$ cat config.mk
export PLATFORM = sky130hd
export DESIGN_NAME = irdps_ctrl
export DESIGN_NICKNAME = d
export VERILOG_FILES = /design/src/design/irdps_pkg.sv /design/src/design/irdps_ctrl.sv
export SDC_FILE = /design/constraint.sdc
export NUM_CORES = 1
export LEC_CHECK = 0
export BUFFER_PORTS_ARGS = -buffer_cell sky130_fd_sc_hd__buf_2
export CAP_MARGIN = 20
export CORE_MARGIN = 4
export CORE_UTILIZATION = 48
export CTS_BUF_LIST = sky130_fd_sc_hd__clkbuf_4 sky130_fd_sc_hd__clkbuf_8
export CTS_CLUSTER_DIAMETER = 40
export DETAILED_ROUTE_END_ITERATION = 6
export GPL_ROUTABILITY_DRIVEN = 0
export HOLD_SLACK_MARGIN = 0.05
export MAX_ROUTING_LAYER = met4
export PLACE_DENSITY = 0.8
export SYNTH_ARGS = -nofsm -noshare
export SYNTH_HDL_FRONTEND = slang
export SYNTH_SLANG_ARGS = --single-unit
$ cat constraint.sdc
create_clock -name clk -period 1.8 [get_ports clk]
set_clock_uncertainty 0.05 [all_clocks]
set_input_delay 0.18 -clock clk [delete_from_list [all_inputs] [get_ports clk]]
set_output_delay 0.18 -clock clk [all_outputs]
set_load 0.1 [all_outputs]
$ cat src/design/irdps_pkg.sv
// ----------------------------------------------------------------------------
// irdps_pkg: shared types and constants of the IR distance search unit
// Calibration coefficients in Q15.48, register index and the command/status
// bundles between controller and datapath.
// ----------------------------------------------------------------------------
package irdps_pkg;

	localparam int FRAC_BITS = 48;
	localparam int DATA_W    = 64;
	localparam int K_W       = 8;
	localparam int READING_W = 10;
	localparam int WINDOW_W  = 8;
	localparam int NUM_COEF  = 6;

	// configuration register select (address bit 2)
	localparam logic REG_MATCH_WINDOW = 1'b0;
	localparam logic [WINDOW_W-1:0] MATCH_WINDOW_RESET = 8'd10;

	// coefficient magnitudes c_i / 10^i, rounded to nearest Q48
	localparam logic [63:0] MAG6 = ((64'd22738 / 64'd6103515625) << 34)
		+ ((((64'd22738 % 64'd6103515625) << 34) + 64'd6103515625 / 64'd2)
		/ 64'd6103515625);
	localparam logic [63:0] MAG5 = ((64'd169745 / 64'd244140625) << 36)
		+ ((((64'd169745 % 64'd244140625) << 36) + 64'd244140625 / 64'd2)
		/ 64'd244140625);
	localparam logic [63:0] MAG4 = ((64'd470274283 / 64'd1220703125) << 35)
		+ ((((64'd470274283 % 64'd1220703125) << 35) + 64'd1220703125 / 64'd2)
		/ 64'd1220703125);
	localparam logic [63:0] MAG3 = ((64'd1168012123 / 64'd48828125) << 36)
		+ ((((64'd1168012123 % 64'd48828125) << 36) + 64'd48828125 / 64'd2)
		/ 64'd48828125);
	localparam logic [63:0] MAG2 = ((64'd31350111 / 64'd390625) << 40)
		+ ((((64'd31350111 % 64'd390625) << 40) + 64'd390625 / 64'd2)
		/ 64'd390625);
	localparam logic [63:0] MAG1 = ((64'd97704 / 64'd625) << 44)
		+ ((((64'd97704 % 64'd625) << 44) + 64'd625 / 64'd2) / 64'd625);
	localparam logic [63:0] MAG0 = ((64'd716594 / 64'd125) << 45)
		+ ((((64'd716594 % 64'd125) << 45) + 64'd125 / 64'd2) / 64'd125);

	// leading Horner coefficient, then the signed addends of each step
	localparam logic [63:0] HORNER_LEAD = MAG6;
	localparam logic [63:0] HORNER_ADD [NUM_COEF] = '{
		(~MAG5) + 64'd1,
		MAG4,
		(~MAG3) + 64'd1,
		MAG2,
		(~MAG1) + 64'd1,
		MAG0
	};

	typedef struct packed {
		logic           start;
		logic           issue;
		logic           last;
		logic [K_W-1:0] k;
		logic           load_out;
	} ctrl_cmd_t;

	typedef struct packed {
		logic last_done;
	} dp_status_t;

endpackage

$ cat src/design/irdps_ctrl.sv
// ----------------------------------------------------------------------------
// irdps_ctrl: sequencer of the IR distance search
// Accepts an item, issues one distance step per cycle into the datapath,
// waits for the pipeline to drain and hands the result to the output register.
// ----------------------------------------------------------------------------
module irdps_ctrl #(
	parameter int NUM_STEPS = 230
) (
	input  logic                  clk,
	input  logic                  arst_n,
	input  logic                  in_valid,
	output logic                  in_stall,
	output logic                  out_valid,
	input  logic                  out_stall,
	input  irdps_pkg::dp_status_t status,
	output irdps_pkg::ctrl_cmd_t  cmd
);

	typedef enum logic [3:0] {
		ST_IDLE   = 4'b0001,
		ST_RUN    = 4'b0010,
		ST_DRAIN  = 4'b0100,
		ST_FINISH = 4'b1000
	} state_t;

	localparam logic [irdps_pkg::K_W-1:0] LAST_K = irdps_pkg::K_W'(NUM_STEPS - 1);

	state_t                      state_q;
	logic [irdps_pkg::K_W-1:0]   k_q;
	logic                        out_valid_q;
	logic                        accept;
	logic                        load_out;
	logic                        last_k;

	assign in_stall  = (state_q != ST_IDLE);
	assign accept    = in_valid && !in_stall;
	assign last_k    = (k_q == LAST_K);
	assign load_out  = (state_q == ST_FINISH) && (!out_valid_q || !out_stall);
	assign out_valid = out_valid_q;

	always_comb begin
		cmd          = '0;
		cmd.start    = accept;
		cmd.issue    = (state_q == ST_RUN);
		cmd.last     = last_k;
		cmd.k        = k_q;
		cmd.load_out = load_out;
	end

	always_ff @(posedge clk or negedge arst_n) begin
		if (!arst_n) begin
			state_q <= ST_IDLE;
			k_q     <= '0;
		end else begin
			case (state_q)
				ST_IDLE: begin
					if (accept) begin
						state_q <= ST_RUN;
						k_q     <= '0;
					end
				end
				ST_RUN: begin
					k_q <= k_q + 1'b1;
					if (last_k)
						state_q <= ST_DRAIN;
				end
				ST_DRAIN: begin
					if (status.last_done)
						state_q <= ST_FINISH;
				end
				ST_FINISH: begin
					if (load_out)
						state_q <= ST_IDLE;
				end
				default: begin
					state_q <= ST_IDLE;
				end
			endcase
		end
	end

	// hold the result until the consumer takes it
	always_ff @(posedge clk or negedge arst_n) begin
		if (!arst_n) begin
			out_valid_q <= 1'b0;
		end else if (load_out) begin
			out_valid_q <= 1'b1;
		end else if (!out_stall) begin
			out_valid_q <= 1'b0;
		end
	end

	a_last_while_drain: assert property (@(posedge clk) disable iff (!arst_n)
		status.last_done |-> state_q == ST_DRAIN)
		else $error("last step returned outside drain");

	a_start_run: assert property (@(posedge clk) disable iff (!arst_n)
		accept |=> (state_q == ST_RUN) && (k_q == '0))
		else $error("accepted item did not start at step zero");

	a_run_to_drain: assert property (@(posedge clk) disable iff (!arst_n)
		(state_q == ST_RUN) && last_k |=> state_q == ST_DRAIN)
		else $error("issue did not stop after last step");

	a_load_valid: assert property (@(posedge clk) disable iff (!arst_n)
		load_out |=> out_valid_q)
		else $error("loaded result not presented");

endmodule

### Yosys cells after proc, flatten, opt, wreduce, memory -nomap -nowiden

Index checks and enable logic that the tools add are counted.
W data, S select, Z words.

| storage, ports and cells | value |
|---|---|
| register bits | 13 |
| word-level logic and storage cells | 33 |

| cells by class | value |
|---|---|
| add/sub/neg operators | 1 |
| equal/unequal tests | 11 |
| mux-type cells | 9 |
| reductions and logical operators | 9 |

Operators with widths:

| cell | count |
|---|---|
| $mux W4 | 4 |
| $pmux W4 S4 | 1 |
| $pmux W8 S2 | 1 |
| $add A8 B1 Y8 const B | 1 |
| $eq A8 B8 Y1 const B | 1 |
| $mux W8 | 1 |
| $ne A2 B2 Y1 const B | 3 |
| $eq A4 B1 Y1 const B | 1 |
| $eq A4 B2 Y1 const B | 1 |
| $eq A4 B3 Y1 const B | 1 |
| $eq A4 B4 Y1 const B | 1 |
| $ne A2 B1 Y1 const B | 2 |
| $ne A4 B1 Y1 const B | 1 |
| $reduce_and A4 Y1 | 1 |
| $logic_not A1 Y1 | 3 |
| $logic_and A1 B1 Y1 | 2 |
| $mux W1 | 2 |
| $reduce_and A2 Y1 | 1 |
| $reduce_bool A2 Y1 | 1 |
| $logic_or A1 B1 Y1 | 1 |

### Logic depth before layout (Yosys ltp)

| logic depth | value |
|---|---|
| depth after elaboration | 5 |
| depth in mapped cells | 5 |

### Worst setup path after synthesis

Ideal clock, no wire load.

| timing path | value |
|---|---|
| path kind | register -> output |
| start point | reg state_q[0] |
| end point | out cmd[11] in the netlist's numbering |
| data arrival time | 2.215 ns |
| required time | 1.570 ns |
| slack | -0.645 ns |
| stages on the path, launching flop included | 5 |
| buffers on the path | 2 |
| cells stage by stage | dfstp_2 > or4b_1 > clkbuf_1 > nor2_1 > buf_4 |

| between the ends | value |
|---|---|
| cells in the longest elaborated chain, start to end | 3 |

RTL lines:

| element | RTL line | text |
|---|---|---|
| from (decl) | irdps_ctrl.sv:28 | `state_t state_q;` |
| from (signal assigned) | irdps_ctrl.sv:52 | `state_q <= ST_IDLE;` |
| from (signal assigned) | irdps_ctrl.sv:58 | `state_q <= ST_RUN;` |
| from (signal assigned) | irdps_ctrl.sv:65 | `state_q <= ST_DRAIN;` |
| $ne A4 B1 Y1 | irdps_ctrl.sv:35 | `assign in_stall = (state_q != ST_IDLE);` |
| named net in_stall | irdps_ctrl.sv:12 | `output logic in_stall,` |
| $logic_not A1 Y1 | irdps_ctrl.sv:36 | `assign accept = in_valid && !in_stall;` |
| $logic_and A1 B1 Y1 | irdps_ctrl.sv:36 |  |
| to (decl) | irdps_ctrl.sv:16 | `output irdps_pkg::ctrl_cmd_t cmd` |

The timed path passes the listed nets, and every way through them passes these cells.

### Final worst setup path

| timing path | value |
|---|---|
| start point | reg state_q[0] |
| end point | out in_stall |

| between the ends | value |
|---|---|
| cells in the longest elaborated chain, start to end | 1 |

RTL lines:

| element | RTL line |
|---|---|
| $ne A4 B1 Y1 | irdps_ctrl.sv:35 |
| to (decl) | irdps_ctrl.sv:12 |

No other way between the ends.

==> impl_metrics.tcl <==
set metrics [dict create \
    wire_per_inst_um 15.7 \
    ant_nets 0 \
    path_class "reg -> out" \
    globalRouteOverflowTotal 0 \
    synth_mux_area_share_pct 4.05 \
    slew_violations 0 \
    post-route-util_pct 81.4 \
    firstDrtPassIters 4 \
    place.detailed.hpwl_um 1210 \
    fin_cells 124 \
    synth_xor_area_share_pct 0 \
    r2r_cells 6 \
    yosysTopAreaCellShare_pct 40.5 \
    wirelength_um 1950 \
    met3_usage_pct 6.51 \
    ys_ff_latch 13 \
    setup_viol_count_final 3 \
    antenna_found_initial 0 \
    worst_pin_slew_ps 499 \
    yosysMostFrequentCell "dfrtp_1" \
    avgViaCountPerCell 5.85 \
    setup_slack_ps -87.0 \
    cts_tree "done" \
    grt_usage_pct 20.3 \
    drc 0 \
    grt_pass1_vias 655 \
    ir_drop_mv 1.38 \
    synth-async-reset-ratio_pct 100 \
    grt_pass1_wl_um 2970 \
    cts.clk_slew.worst_paths_ps 80 \
    cp_max_fo 3 \
    endpoint "in_stall" \
    initial_core_util_pct 53.7 \
    violations "setup timing" \
    yosys_most_used_dff "dfrtp_1" \
    period_share_pct 105 \
    ys_seq_area_share_pct 44.0 \
    cellPowerDensity_nw_per_um2 1610 \
    clock-sinks 13 \
    worstPathArrival_ps 1660 \
    synth-simple-area-share_pct 22.9 \
    n_fill_cell 76 \
    cts_made_buffers 3 \
    cts-root-buf "clkbuf_4" \
    synthTopCellsByCount "dfrtp_1 (12), nand2_1 (7), inv_1 (6)" \
    startpoint "state_q[0]$_DFFE_PN1P_" \
    seqCellArea_um2 343 \
    syn-instance-count 74 \
    row_count 13 \
    htree_num_levels 1 \
    grt_busiest_layer "met2" \
    start_kind "flip-flop" \
    area_growth_pct 51.6 \
    r2r_start "state_q[3]$_DFFE_PN0P_" \
    synth_edf_count 0 \
    nNetsFinal 117 \
    yosysTopAreaCell "dfrtp_1" \
    max-slew-margin-rel_pct 67.0 \
    met2_usage_pct 31.0 \
    synth_top_family_by_area "simple AND/OR/NAND/NOR gates" \
    grtUsageMet1_pct 23.8 \
    synth_nets 81 \
    die_y_um 47.3 \
    status "finished, violations left" \
    die_area_um2 2240 \
    maxCapViolCount 0 \
    die_w_um 47.3 \
    vias 725 \
    synth.avg_cell_area_um2 10.0 \
    multiInputGateArea_um2 408 \
    final_hold_viol_count 0 \
    hold_class "in -> reg" \
    synth_area_leaders "dfrtp_1 (40%), mux2i_1 (4.0%), dfstp_2 (3.5%)" \
    synth_compound_area_share_pct 17.5 \
    yosys_warnings 0 \
    crit_required_ps 1570 \
    place_inst 109 \
    synth_cell_type_count 34 \
    clk_path_buf_depth 2 \
    r2r_end "k_q[2]$_DFFE_PN0P_" \
    numPortBuffers 18 \
    synth_area_um2 742 \
    core_area_um2 1380 \
    leakagePower_nw 0.517 \
    drive_gt1_share_pct 58.7 \
    max_freq_mhz 530 \
    clkLatencyLatePin_ps 280 \
    grt_max_degree 14 \
    rrSetupSlack_ps 20 \
    num_antenna_cells 0 \
    fin_crit_ps 1890 \
    pin_count 19 \
    first_iter_violations 14 \
    rsz0062_at_grt "true" \
    end_kind "output port" \
    synth_fa_ha_area_share_pct 3.37 \
]
==> stage by stage <==
stage	setup slack, ps	TNS [ps]	hold WS (ps)	instance area [µm²]	power [W]
after floorplan	-49.7	-49.7	-166	782	0.00120
after global routing	-113	-406	86.5	1120	0.00187
after global placement	55.9	0	27.5	948	0.00138
after CTS	-109	-263	55.6	1070	0.00173
final	-87.0	-234	74.8	1120	0.00181
after detailed placement	42.2	0	32.6	948	0.00139
==> kinds of logic (layout without fill, tap and decap cells) <==
logic type,count (synthesis),in the layout
mux,3,3
flops,13,13
fa+ha+maj,2,2
simple gates,26,26
compound gates,19,19
buf+inv,11,46
==> worst min path at each step <==
stage | start | to | cells after the start
finish | out_stall | out_valid$_DFFE_PN0P_ | 3
global route | out_stall | out_valid$_DFFE_PN0P_ | 3
CTS | out_stall | out_valid$_DFFE_PN0P_ | 3
detailed placement | arst_n | k_q[0]$_DFFE_PN0P_ | 1
global placement | arst_n | state_q[2]$_DFFE_PN0P_ | 1
floorplan | arst_n | k_q[2]$_DFFE_PN0P_ | 0
==> cells in the final DEF (no fill, tap or decap), types with 2 or more instances in the layout <==
cell type   n
a31oi_1     2
nor3_1      3
or4b_4      2
nand2_1     7
nand3_1     3
o22ai_1     2
a21oi_1     2
a41oi_1     2
dfrtp_2     7
inv_1       4
a21oi_2     2
dfrtp_1     3
mux2i_1     3
o21ai_0     3
buf_2      14
buf_12      4
buf_6       3
dfrtp_4     2
buf_4      14
clkbuf_4    4
==> final cells by class <==
type                    count  area share (%)
clock buffers               4            2.67
multi-input cells          50            36.3
well taps                  15            1.67
repair buffers             36            26.6
inverters                   6            2.34
flip-flops and latches     13            30.5
==> power by group <==
| part | total, W | leakage (nW) | internal [W] | switching (W) |
|---|---|---|---|---|
| registers | 0.000444 | 0.160 | 0.000370 | 0.0000741 |
| clock network | 0.000196 | 0.0184 | 0.000101 | 0.0000947 |
| logic | 0.00117 | 0.338 | 0.000401 | 0.000767 |
| total | 0.00181 | 0.517 | 0.000872 | 0.000936 |
==> state kept, by name (all words and copies together), names as in the netlist <==
signal	count
k_q	8
out_valid	1
state_q	4
==> worst max-delay path: stages, from the launching register on <==
cell	delay [ps]
dfstp_2	550
or4b_4	510
buf_2	320
==> timing repair <==
| item | 4_1_cts | 5_1_grt |
|---|---|---|
| endpoints found under the setup margin | 4 | 6 |
| hold buffers | 1 | 0 |
| pin swaps | 5 | 5 |
| buffers inserted | 6 | 4 |
| endpoints found under the hold margin | 13 | 0 |
| resized for setup | 8 | 6 |
==> layer usage <==
metal / part of all wire (%) / routed length, µm
met1: 44 / 849
met2: 48 / 934
met3: 6.5 / 126
met4: 2.0 / 38
met5: 0 / 0
Note: power is estimated with default switching activity, not from simulation.
